`src/hw/rtl/cmt_pkg.sv`:
```
package cmt_pkg;

  localparam int unsigned CountW  = 32;
  localparam int unsigned PeriodW = 16;
  localparam int unsigned OpW     = 3;
  localparam int unsigned CfgIdxW = 2;
  localparam int unsigned CfgW    = 32;

  localparam logic [CountW-1:0] RELOAD_COUNT = CountW'(1);
  localparam logic [CountW-1:0] RESET_COUNT  = CountW'(1);
  localparam logic [PeriodW-1:0] RESET_PERIOD = PeriodW'(1);

  typedef enum logic [OpW-1:0] {
    OP_TICK   = 3'd0,
    OP_COUNT  = 3'd1,
    OP_ENABLE = 3'd2,
    OP_FLAG   = 3'd3,
    OP_IRQ_EN = 3'd4
  } cmt_op_t;

  typedef enum logic [CfgIdxW-1:0] {
    CFG_COMPARE     = 2'd0,
    CFG_AUTO_RELOAD = 2'd1,
    CFG_NMI_MODE    = 2'd2,
    CFG_PERIOD      = 2'd3
  } cmt_cfg_idx_t;

  typedef struct packed {
    logic [CountW-1:0]  compare;
    logic               auto_reload;
    logic               nmi_mode;
    logic [PeriodW-1:0] period;
  } cmt_cfg_t;

  typedef struct packed {
    logic [CountW-1:0]  count;
    logic               en;
    logic               flag;
    logic               irq_en;
    logic               irq;
    logic [PeriodW-1:0] presc;
  } cmt_state_t;

  typedef struct packed {
    cmt_state_t st;
    logic       nmi;
  } cmt_work_t;

  typedef struct packed {
    logic [CountW-1:0] count_now;
    logic              running;
    logic              status_flag;
    logic              interrupt_line;
    logic              nmi_request;
  } cmt_out_t;

  function automatic cmt_work_t cmt_write_flag(cmt_work_t w, cmt_cfg_t c, logic v);
    cmt_work_t r;
    r = w;
    if (w.st.flag && !v && !c.nmi_mode) begin
      if (w.st.count != c.compare) begin
        r.st.irq  = 1'b0;
        r.st.flag = v;
      end
    end else begin
      if (v && w.st.irq_en) begin
        if (c.nmi_mode) begin
          r.nmi = 1'b1;
        end else begin
          r.st.irq = 1'b1;
        end
      end
      r.st.flag = v;
    end
    return r;
  endfunction

  function automatic cmt_work_t cmt_time_out(cmt_work_t w, cmt_cfg_t c);
    cmt_work_t r;
    r = cmt_write_flag(w, c, 1'b1);
    if (!c.auto_reload) begin
      r.st.en = 1'b0;
    end else begin
      r.st.count = RELOAD_COUNT;
    end
    return r;
  endfunction

  function automatic cmt_work_t cmt_tick(cmt_work_t w, cmt_cfg_t c);
    cmt_work_t          r;
    logic [PeriodW-1:0] limit;
    logic [PeriodW:0]   nxt;
    r     = w;
    limit = (c.period == '0) ? PeriodW'(1) : c.period;
    nxt   = {1'b0, w.st.presc} + (PeriodW+1)'(1);
    if (w.st.en) begin
      if (nxt < {1'b0, limit}) begin
        r.st.presc = nxt[PeriodW-1:0];
      end else begin
        r.st.presc = '0;
        r.st.count = w.st.count + CountW'(1);
        if (r.st.count == c.compare) begin
          r = cmt_time_out(r, c);
        end
      end
    end
    return r;
  endfunction

  function automatic cmt_work_t cmt_write_enable(cmt_work_t w, cmt_cfg_t c, logic v);
    cmt_work_t r;
    r = w;
    if (!v) begin
      r.st.en = 1'b0;
    end else if (!w.st.en) begin
      r.st.en = 1'b1;
      if (c.compare == '0 && w.st.count == '0) begin
        r = cmt_time_out(r, c);
      end
      if (r.st.en) begin
        r.st.presc = '0;
        r = cmt_tick(r, c);
      end
    end
    return r;
  endfunction

  function automatic cmt_work_t cmt_write_irq_en(cmt_work_t w, cmt_cfg_t c, logic v);
    cmt_work_t r;
    r = w;
    if (!w.st.irq_en && v && !c.nmi_mode && w.st.flag) begin
      r.st.irq = 1'b1;
    end
    r.st.irq_en = v;
    return r;
  endfunction

endpackage

```
`src/hw/rtl/cmt_if.sv`:
```
interface cmt_in_if;
  import cmt_pkg::*;

  logic              valid;
  logic              ready;
  logic [OpW-1:0]    operation;
  logic [CountW-1:0] write_value;

  modport source (output valid, output operation, output write_value, input ready);
  modport sink   (input valid, input operation, input write_value, output ready);
endinterface

interface cmt_out_if;
  import cmt_pkg::*;

  logic              valid;
  logic              ready;
  logic [CountW-1:0] count_now;
  logic              running;
  logic              status_flag;
  logic              interrupt_line;
  logic              nmi_request;

  modport source (output valid, output count_now, output running, output status_flag,
                  output interrupt_line, output nmi_request, input ready);
  modport sink   (input valid, input count_now, input running, input status_flag,
                  input interrupt_line, input nmi_request, output ready);
endinterface

```
`src/hw/rtl/compare_match_timer_channel_top.sv`:
```
// Channel   Dir  Handshake      Word
// in_ch     in   valid/ready    operation[2:0], write_value[31:0]
// out_ch    out  valid/ready    count_now[31:0], running, status_flag,
//                               interrupt_line, nmi_request
// cfg_*     in   write enable   cfg_index[1:0], cfg_data[31:0]
//
// One word in, one word out; each result is registered; a new word every cycle while out_ch is not stalled.
// The whole step (prescale, increment, compare, timeout) sits between the
// channel state registers and the output register.
// in_ch.ready is high while the output register is empty or being taken.
// Reset is synchronous; it empties the output register and loads the
// reset values of state and configuration.
module compare_match_timer_channel_top (
  input  logic                   clk,
  input  logic                   rst_n,
  cmt_in_if.sink                 in_ch,
  cmt_out_if.source              out_ch,
  input  logic                   cfg_we,
  input  cmt_pkg::cmt_cfg_idx_t  cfg_index,
  input  logic [cmt_pkg::CfgW-1:0] cfg_data
);
  import cmt_pkg::*;

  cmt_cfg_t   cfg_r;
  cmt_state_t state_r;
  cmt_out_t   out_r;
  logic       out_valid_r;
  logic       accept;
  cmt_work_t  w_cur;
  cmt_work_t  w_nxt;

  assign in_ch.ready = !out_valid_r || out_ch.ready;
  assign accept      = in_ch.valid && in_ch.ready;

  always_ff @(posedge clk) begin
    if (!rst_n) begin
      cfg_r.compare     <= '0;
      cfg_r.auto_reload <= 1'b0;
      cfg_r.nmi_mode    <= 1'b0;
      cfg_r.period      <= RESET_PERIOD;
    end else if (cfg_we) begin
      case (cfg_index)
        CFG_COMPARE:     cfg_r.compare     <= cfg_data[CountW-1:0];
        CFG_AUTO_RELOAD: cfg_r.auto_reload <= cfg_data[0];
        CFG_NMI_MODE:    cfg_r.nmi_mode    <= cfg_data[0];
        CFG_PERIOD:      cfg_r.period      <= cfg_data[PeriodW-1:0];
        default:         cfg_r             <= cfg_r;
      endcase
    end
  end

  always_comb begin
    w_cur.st  = state_r;
    w_cur.nmi = 1'b0;
    case (cmt_op_t'(in_ch.operation))
      OP_TICK:   w_nxt = cmt_tick(w_cur, cfg_r);
      OP_COUNT: begin
        w_nxt          = w_cur;
        w_nxt.st.count = in_ch.write_value;
      end
      OP_ENABLE: w_nxt = cmt_write_enable(w_cur, cfg_r, in_ch.write_value[0]);
      OP_FLAG:   w_nxt = cmt_write_flag(w_cur, cfg_r, in_ch.write_value[0]);
      OP_IRQ_EN: w_nxt = cmt_write_irq_en(w_cur, cfg_r, in_ch.write_value[0]);
      default:   w_nxt = w_cur;
    endcase
  end

  always_ff @(posedge clk) begin
    if (!rst_n) begin
      state_r.count  <= RESET_COUNT;
      state_r.en     <= 1'b0;
      state_r.flag   <= 1'b0;
      state_r.irq_en <= 1'b0;
      state_r.irq    <= 1'b0;
      state_r.presc  <= '0;
      out_valid_r    <= 1'b0;
    end else begin
      if (accept) begin
        state_r     <= w_nxt.st;
        out_valid_r <= 1'b1;
      end else if (out_ch.ready) begin
        out_valid_r <= 1'b0;
      end
    end
  end

  always_ff @(posedge clk) begin
    if (accept) begin
      out_r.count_now      <= w_nxt.st.count;
      out_r.running        <= w_nxt.st.en;
      out_r.status_flag    <= w_nxt.st.flag;
      out_r.interrupt_line <= w_nxt.st.irq;
      out_r.nmi_request    <= w_nxt.nmi;
    end
  end

  assign out_ch.valid          = out_valid_r;
  assign out_ch.count_now      = out_r.count_now;
  assign out_ch.running        = out_r.running;
  assign out_ch.status_flag    = out_r.status_flag;
  assign out_ch.interrupt_line = out_r.interrupt_line;
  assign out_ch.nmi_request    = out_r.nmi_request;

endmodule

```
`src/flat_wrapper.sv`:
```
// flat-port wrapper written by rule: the top's interface ports become plain ports
module compare_match_timer_channel_top_flat import cmt_pkg::*;
  (clk, rst_n, cfg_we, cfg_index, cfg_data, in_ch_valid, in_ch_operation, in_ch_write_value, in_ch_ready, out_ch_valid, out_ch_count_now, out_ch_running, out_ch_status_flag, out_ch_interrupt_line, out_ch_nmi_request, out_ch_ready);
  cmt_in_if in_ch_i ();
  cmt_out_if out_ch_i ();
  input  logic clk;
  input  logic rst_n;
  input  logic cfg_we;
  input  cmt_pkg::cmt_cfg_idx_t cfg_index;
  input  logic [cmt_pkg::CfgW-1:0] cfg_data;
  input wire logic [$bits(in_ch_i.valid)-1:0] in_ch_valid;
  input wire logic [$bits(in_ch_i.operation)-1:0] in_ch_operation;
  input wire logic [$bits(in_ch_i.write_value)-1:0] in_ch_write_value;
  output wire logic [$bits(in_ch_i.ready)-1:0] in_ch_ready;
  output wire logic [$bits(out_ch_i.valid)-1:0] out_ch_valid;
  output wire logic [$bits(out_ch_i.count_now)-1:0] out_ch_count_now;
  output wire logic [$bits(out_ch_i.running)-1:0] out_ch_running;
  output wire logic [$bits(out_ch_i.status_flag)-1:0] out_ch_status_flag;
  output wire logic [$bits(out_ch_i.interrupt_line)-1:0] out_ch_interrupt_line;
  output wire logic [$bits(out_ch_i.nmi_request)-1:0] out_ch_nmi_request;
  input wire logic [$bits(out_ch_i.ready)-1:0] out_ch_ready;
  assign in_ch_i.valid = in_ch_valid;
  assign in_ch_i.operation = in_ch_operation;
  assign in_ch_i.write_value = in_ch_write_value;
  assign in_ch_ready = in_ch_i.ready;
  assign out_ch_valid = out_ch_i.valid;
  assign out_ch_count_now = out_ch_i.count_now;
  assign out_ch_running = out_ch_i.running;
  assign out_ch_status_flag = out_ch_i.status_flag;
  assign out_ch_interrupt_line = out_ch_i.interrupt_line;
  assign out_ch_nmi_request = out_ch_i.nmi_request;
  assign out_ch_i.ready = out_ch_ready;
  compare_match_timer_channel_top u_core (.clk(clk), .rst_n(rst_n), .in_ch(in_ch_i), .out_ch(out_ch_i), .cfg_we(cfg_we), .cfg_index(cfg_index), .cfg_data(cfg_data));
endmodule
```
`config.mk`:
```
export PLATFORM = sky130hd
export DESIGN_NAME = compare_match_timer_channel_top_flat
export DESIGN_NICKNAME = d
export VERILOG_FILES = /design/src/hw/rtl/cmt_pkg.sv /design/src/hw/rtl/cmt_if.sv /design/src/hw/rtl/compare_match_timer_channel_top.sv /design/src/flat_wrapper.sv
export SDC_FILE = /design/constraint.sdc
export NUM_CORES = 1
export LEC_CHECK = 0
export ABC_CLOCK_PERIOD_IN_PS = 16500
export BUFFER_PORTS_ARGS = -buffer_cell sky130_fd_sc_hd__buf_2
export CAP_MARGIN = 20
export CORE_MARGIN = 2
export CORE_UTILIZATION = 60
export DETAILED_ROUTE_END_ITERATION = 12
export PLACE_DENSITY_LB_ADDON = 0.2
export SYNTH_ARGS = -nofsm -noshare
export SYNTH_HDL_FRONTEND = slang
export SYNTH_SLANG_ARGS = --single-unit
```
`constraint.sdc`:
```
create_clock -name clk -period 16.5 [get_ports clk]
set_input_delay 0.825 -clock clk [delete_from_list [all_inputs] [get_ports clk]]
set_output_delay 0.825 -clock clk [all_outputs]
set_load 0.02 [all_outputs]
```
==> flow_metrics.env, run 1 <==
export IMPL_outcome="finished clean"
export IMPL_clkTransAtPathRegs_ns=0.07
export IMPL_arrival_ns=7.19
export IMPL_slew_headroom_pct=33.3
export IMPL_synth_largest_area_cell="dfxtp_1"
export IMPL_cts_setup_buffers=0
export IMPL_critical_path_max_stage_delay_ns=0.80
export IMPL_yosysSeqAreaShare_pct=31.3
export IMPL_first_pass_iters=8
export IMPL_post_route_drc_count=0
export IMPL_hold_viol=0
export IMPL_drt_total_wl_mm=37.5
export IMPL_ant_nets=0
export IMPL_critical_path_depth=19
export IMPL_port_buffer_count=111
export IMPL_area_growth_pct=10.9
export IMPL_multiInputGateArea_um2=6340
export IMPL_ioPinCount=112
export IMPL_clock_latency_ns=0.45
export IMPL_htree_levels=4
export IMPL_finalMaxSlewViolations=0
export IMPL_first_global_vias=9952
export IMPL_crit_fanout=11
export IMPL_yosysTopAreaCellShare_pct=20.6
export IMPL_cts_buffers=17
export IMPL_path_common_cell="nand2_1"
export IMPL_regToRegSetupSlack_ns=9.50
export IMPL_ys_ff_latch=139
export IMPL_r2r_start="u_core.state_r[21]"
export IMPL_required_ns=16.69
export IMPL_final_util_pct=67.6
export IMPL_grt_antenna_before_repair=1
export IMPL_fillerInstances=1436
export IMPL_synth_fp_nets=1401
export IMPL_cp_endpoint="u_core.out_ch.count_now[9]"
export IMPL_crit_chain="inv_1 > ha_1 > nor4b_1 > nand4_1 > nor4_2 > nand2_1 > nand2_1 > ha_1 > nand3_1 > nor4_2 > nand2_1 > xnor2_1 > a2111oi_0 > and3_1 > nand4_4 > and3_1 > nor2_1 > o21ai_1 > a221o_1"
export IMPL_setup_viol=0
export IMPL_hold_path_depth=2
export IMPL_power_leakage_uw=0.00415
export IMPL_clkSinkCount=139
export IMPL_fin_skew_ns=0.0145
export IMPL_synth_cell_types=85
export IMPL_post_route_period_util_pct=42.4
export IMPL_synth_area_um2=10000
export IMPL_cts_tree="done"
export IMPL_grt_pass1_wl_mm=56.8
export IMPL_syn_area_per_cell_um2=7.67
export IMPL_worst_path_buf_inv=1
export IMPL_cts_root_buf="clkbuf_16"
export IMPL_crit_family="simple AND/OR/NAND/NOR gates"
export IMPL_critPathKind="reg -> reg"
export IMPL_hold_buffers=0
export IMPL_placementRows=47
export IMPL_synth_top_cells_by_area="dfxtp_1, edfxtp_1, nand2_1"
export IMPL_drtIter0Drc=1478
export IMPL_avgRoutedWirePerCell_um=23.7
export IMPL_clock_fmax_mhz=143
export IMPL_viasPerCell=6.87
export IMPL_crit_path_end_kind="flop"
export IMPL_tightest_slew_ns=0.997
export IMPL_reg2reg_depth=19
export IMPL_finalPower_uw=954
export IMPL_die_w_um=133
export IMPL_clockBufferDepth=2
export IMPL_drive_above_1_share_pct=13.8
export IMPL_rr_endpoint="u_core.out_ch.count_now[9]"
export IMPL_register_area_um2=3140
export IMPL_period_needed_ns=7.00
export IMPL_cap_viol_max_count=0
export IMPL_synthCells=1308
export IMPL_ys_warn_count=0
export IMPL_power_per_cell_area_nw_per_um2=85.7
export IMPL_overflow=0
export IMPL_crit_start="u_core.state_r[21]"
export IMPL_hp_class="reg -> reg"
export IMPL_fin_tns_setup_ns=0
export IMPL_core_um2=16500
export IMPL_nNetsFinal=1446
export IMPL_grt_max_degree=90
export IMPL_async_reset_ff_share_pct=0
export IMPL_crit_slowest_cell="nor4_2"
export IMPL_fp_dieArea_um2=17800
export IMPL_start_util_pct=60.9
export IMPL_rsz0062_at_grt="false"
export IMPL_synth_flop_cell="dfxtp_1"
export IMPL_track_usage_pct=41.7
export IMPL_synth_edff_count=36
export IMPL_die_h_um=133
export IMPL_vias=10900
export IMPL_placed_cell_area_um2=10600
export IMPL_globalplace_congestion=1.09
export IMPL_antenna_cells=0
export IMPL_startpoint_type="flop"
export IMPL_finalInstanceArea_um2=11100
export IMPL_dp_hpwl_mm=27.9
export IMPL_peakVddDrop_v=0.0000828
export IMPL_cts_resized=0
through the flow:
step,setup slack (ns),cells,hold WS (ns)
2_1_floorplan,11.21,1308,0.435
3_3_place_gp,10.07,1553,0.454
3_5_place_dp,9.86,1554,0.460
4_1_cts,9.80,1586,0.473
5_1_grt,9.07,1586,0.504
6_report,9.50,1586,0.471
logic make-up after synthesis:
logic type	Yosys count	synth area share (%)
AOI/OAI and AO/OA	374	25.5
and+or+nand+nor	559	28.1
DFF	139	31.3
xor gates and xnor gates	75	6.55
buffers and inverters	136	5.54
adders and majority gates	19	2.37
muxes	6	0.611
synth_stat cells, types with 5 or more instances:
cell type  count
a211o_1        7
a211oi_1      14
a21boi_0      39
a21o_1        20
a21oi_1       67
a221o_1        7
a22oi_1       23
a31oi_1       17
a32oi_1        5
and2_1        11
and3_1        14
and4_1        11
buf_1          6
buf_2         15
buf_4          5
clkbuf_1      73
dfxtp_1      103
edfxtp_1      36
ha_1          19
inv_1         33
mux2i_1        5
nand2_1      194
nand2b_1      10
nand3_1       46
nand4_1       28
nor2_1       102
nor2b_1       24
nor3_1        35
nor4_1        40
nor4_2         5
o211ai_1      10
o21a_1        13
o21ai_0       76
o22ai_1       10
or2_2          5
or3_1         10
xnor2_1       36
xor2_1        39
worst reg2reg max path, cell delays in order, from the launching register on:
cell       delay (ns)
dfxtp_1          0.45
inv_1            0.13
ha_1             0.15
nor4b_1          0.31
nand4_1          0.17
nor4_2           0.63
nand2_1          0.23
nand2_1          0.17
ha_1             0.30
nand3_1          0.36
nor4_2           0.80
nand2_1          0.36
xnor2_1          0.21
a2111oi_0        0.51
and3_1           0.29
nand4_4          0.20
and3_1           0.42
nor2_1           0.57
o21ai_1          0.17
a221o_1          0.32
where the power goes:
| group | switching [uW] | internal, uW | leakage [uW] | total (uW) |
|---|---|---|---|---|
| Clock | 171 | 211 | 0.000280 | 382 |
| Sequential | 25.1 | 368 | 0.00120 | 393 |
| Combinational | 114 | 64.0 | 0.00267 | 179 |
placed cells by master (no fill, tap or decap), types with 5 or more instances in the layout:
master	instances
and3_1	14
o21ai_0	76
buf_4	15
o211ai_1	10
a211oi_1	14
a221o_1	7
a211o_1	7
and2_1	11
clkbuf_16	17
xnor2_1	36
xor2_1	39
nand2_1	194
nor2_1	102
a32oi_1	5
dfxtp_1	103
a31oi_1	17
and4_1	11
edfxtp_1	36
buf_2	111
nand3_1	46
nand2b_1	10
a21oi_1	67
nor4_1	40
nor3_1	34
a21o_1	20
o22ai_1	10
ha_1	19
a21boi_0	39
inv_6	5
inv_1	33
a22oi_1	23
or3_1	10
o21a_1	13
nand4_1	28
mux2i_1	5
or2_2	5
nor2b_1	24
nor4_2	5
state kept, by name, summed over array words and instances (netlist names):
| name | cells |
|---|---|
| u_core.out_ch.count_now | 32 |
| u_core.out_ch.valid | 1 |
| u_core.out_ch.running | 1 |
| u_core.out_ch.interrupt_line | 1 |
| u_core.state_r | 52 |
| u_core.out_ch.status_flag | 1 |
| u_core.out_ch.nmi_request | 1 |
| u_core.cfg_r | 50 |
per-layer routing:
metal / vias to the layer above / GRT usage (%) / routed length [um]
li1: 4895 / - / -
met1: 5065 / 55.2 / 14400
met2: 779 / 64.4 / 16600
met3: 153 / 8.45 / 4430
met4: 0 / 22.3 / 2140
met5: - / 0 / 0
worst min path at each step:
stage          slack, ns            start              end
4_1_cts             0.47  u_core.cfg_r[0]  u_core.cfg_r[0]
6_report            0.47  u_core.cfg_r[0]  u_core.cfg_r[0]
2_1_floorplan       0.44  u_core.cfg_r[0]  u_core.cfg_r[0]
3_3_place_gp        0.45  u_core.cfg_r[0]  u_core.cfg_r[0]
5_1_grt             0.50  u_core.cfg_r[3]  u_core.cfg_r[3]
3_5_place_dp        0.46  u_core.cfg_r[0]  u_core.cfg_r[0]
layout make-up:
class	count	share of cell area, %
multi-input cells	1033	57.0
repair buffers	126	6.00
flip-flops and latches	139	28.2
clock inverters	14	1.18
clock buffers	18	3.86
well taps	220	2.47
inverters	36	1.21
Note: power is estimated with default switching activity, not from simulation.
==> run 2: changes to the inputs <==
- ABC_CLOCK_PERIOD_IN_PS: 16500 -> 6300
- CORE_UTILIZATION: 60 -> 54
- clock period: 16.5 -> 6.3 ns (I/O delays scaled with it)
==> run 2 against run 1 <==
Effect of this change: clock power is 150% higher; fmax is 21% higher; non-clock buffer count is 22 higher; worst hold slack worse by 0.34 ns; sequential share of layout area is 0.38 points lower; register-to-register slack worse by 9.0 ns; total power grew to 2.6 times the previous value; final area is 1.4% higher; critical path depth is 1 lower; global-route usage is 3.1 points lower; largest power group unchanged; highest routed layer is now met5.
==> flow_metrics.env, run 2 (synthesized netlist as in run 1, its figures left out) <==
export IMPL_outcome="finished clean"
export IMPL_drive_above_1_share_pct=15.1
export IMPL_clockBufferDepth=2
export IMPL_grt_max_degree=64
export IMPL_cts_tree="done"
export IMPL_ioPinCount=112
export IMPL_grt_busiest_layer="met2"
export IMPL_drtIter0Drc=1368
export IMPL_final_cell_mix="nand2_1, buf_2, dfxtp_1, nor2_1, o21ai_0"
export IMPL_die_w_um=140
export IMPL_globalplace_congestion=1.10
export IMPL_met3_usage_pct=9.40
export IMPL_critPathKind="reg -> reg"
export IMPL_p_int_uw=1660
export IMPL_cap_viol_max_count=0
export IMPL_cts_buffers=17
export IMPL_fp_dieArea_um2=19700
export IMPL_regMostFlops="u_core.state_r"
export IMPL_vias=10800
export IMPL_finalWorstSetupSlack_ns=0.491
export IMPL_die_h_um=140
export IMPL_grt_pass1_wl_mm=58.2
export IMPL_seqPwrFrac_pct=41.1
export IMPL_fillerInstances=1629
export IMPL_core_um2=18100
export IMPL_power_per_cell_area_nw_per_um2=218
export IMPL_placed_cell_area_um2=10700
export IMPL_pwr_share_clk_pct=38.5
export IMPL_overflow=0
export IMPL_finalMaxSlewViolations=0
export IMPL_hold_viol=0
export IMPL_port_buffer_count=111
export IMPL_setup_viol=0
export IMPL_start_util_pct=55.5
export IMPL_clkSinkCount=139
export IMPL_hold_slack_ns=0.132
export IMPL_use_met1_pct=53.1
export IMPL_hp_class="in -> reg"
export IMPL_fin_skew_ns=0.0112
export IMPL_post_route_drc_count=0
export IMPL_first_global_vias=9958
export IMPL_final_common_cell="nand2_1"
export IMPL_first_pass_iters=6
export IMPL_post_place_ws_ns=0.721
export IMPL_track_usage_pct=38.7
export IMPL_tightest_slew_ns=1.23
export IMPL_cts_setup_buffers=0
export IMPL_slew_headroom_pct=17.8
export IMPL_clkTransAtPathRegs_ns=0.06
export IMPL_peakVddDrop_v=0.000166
export IMPL_biggestRegsByFlops="u_core.state_r: 52 flops, u_core.cfg_r: 50 flops, u_core.out_ch.count_now: 32 flops"
export IMPL_pwr_share_comb_pct=20.5
export IMPL_power_leakage_uw=0.00425
export IMPL_clock_latency_ns=0.43
export IMPL_largest_reg_flops=52
export IMPL_cts_root_buf="clkbuf_16"
export IMPL_crit_fanout=13
export IMPL_antenna_cells=0
export IMPL_use_met2_pct=56.3
export IMPL_dp_hpwl_mm=29.1
export IMPL_viasPerCell=6.69
export IMPL_crit_path_end_kind="flop"
export IMPL_swShare_pct=32.5
export IMPL_power_switching_uw=799
export IMPL_rsz0062_at_grt="false"
export IMPL_arrival_ns=5.99
export IMPL_multiInputGateArea_um2=6350
export IMPL_fin_tns_setup_ns=0
export IMPL_nNetsFinal=1468
export IMPL_avgRoutedWirePerCell_um=23.8
export IMPL_htree_levels=4
export IMPL_clock_fmax_mhz=172
export IMPL_period_needed_ns=5.81
export IMPL_ant_nets=0
export IMPL_startpoint_type="flop"
export IMPL_register_area_um2=3140
export IMPL_area_growth_pct=12.4
export IMPL_placementRows=49
export IMPL_drt_total_wl_mm=38.5
export IMPL_post_route_period_util_pct=92.2
export IMPL_grt_antenna_before_repair=1
export IMPL_finalInstanceArea_um2=11300
export IMPL_required_ns=6.48
## run 2: final timing paths
path | from | end | slack [ns] | cells after the start
setup / recovery | u_core.state_r[38] | u_core.out_ch.count_now[12] | 0.49 | 18
hold / removal | in_ch_valid | u_core.out_ch.valid | 0.13 | 3
setup reg to reg | u_core.state_r[38] | u_core.out_ch.count_now[12] | 0.49 | 18
hold reg to reg | u_core.cfg_r[0] | u_core.cfg_r[0] | 0.48 | 2
## run 2: worst max-delay path, stage by stage, from the launching register on
cell	delay, ns
dfxtp_1	0.45
nor4_1	0.56
nand4_1	0.31
nor4_2	0.30
buf_4	0.20
nand2_1	0.11
nand2_1	0.16
ha_1	0.29
nand3_1	0.34
nor4_1	0.54
buf_4	0.21
a21boi_0	0.19
a211oi_1	0.11
a211oi_2	0.39
nand4_4	0.24
nand3_1	0.38
nand2_1	0.16
a2111o_1	0.45
and2_1	0.17
## run 2: power groups by stage
stage	clock (uW)	sequential (uW)	combinational [uW]
finish	945	1010	503
global route	987	1010	536
CTS	951	1010	488
detailed placement	0	1030	485
global placement	0	1030	485
floorplan	0	1030	309
## run 2: repair_timing
action | 4_1_cts | 5_1_grt
endpoints found under the hold margin | 0 | 0
hold buffers | 0 | 0
endpoints found under the setup margin | 0 | 1
gates resized for setup | 0 | 1
## run 2: layout make-up
| class | instances | share of cell area (%) |
|---|---|---|
| inverters | 36 | 1.20 |
| multi-input cells | 1033 | 56.3 |
| flip-flops and latches | 139 | 27.9 |
| clock buffers | 21 | 3.99 |
| well taps | 229 | 2.54 |
| clock inverters | 11 | 0.743 |
| repair buffers | 148 | 7.39 |
## run 2: metrics by stage
stage          util [%]  std cells  power (uW)
2_1_floorplan         -       1308        1340
3_3_place_gp       59.4       1585        1510
3_5_place_dp       59.4       1585        1510
4_1_cts            62.4       1617        2450
5_1_grt            62.4       1617        2540
6_report           62.4       1617        2460
## run 2: layer usage
layer	vias to the layer above	share of wire [%]	wire (um)
met2	696	42	16100
met3	141	11	4180
met4	2	5.2	1990
met5	-	0.034	13
met1	5033	42	16300
li1	4941	-	-
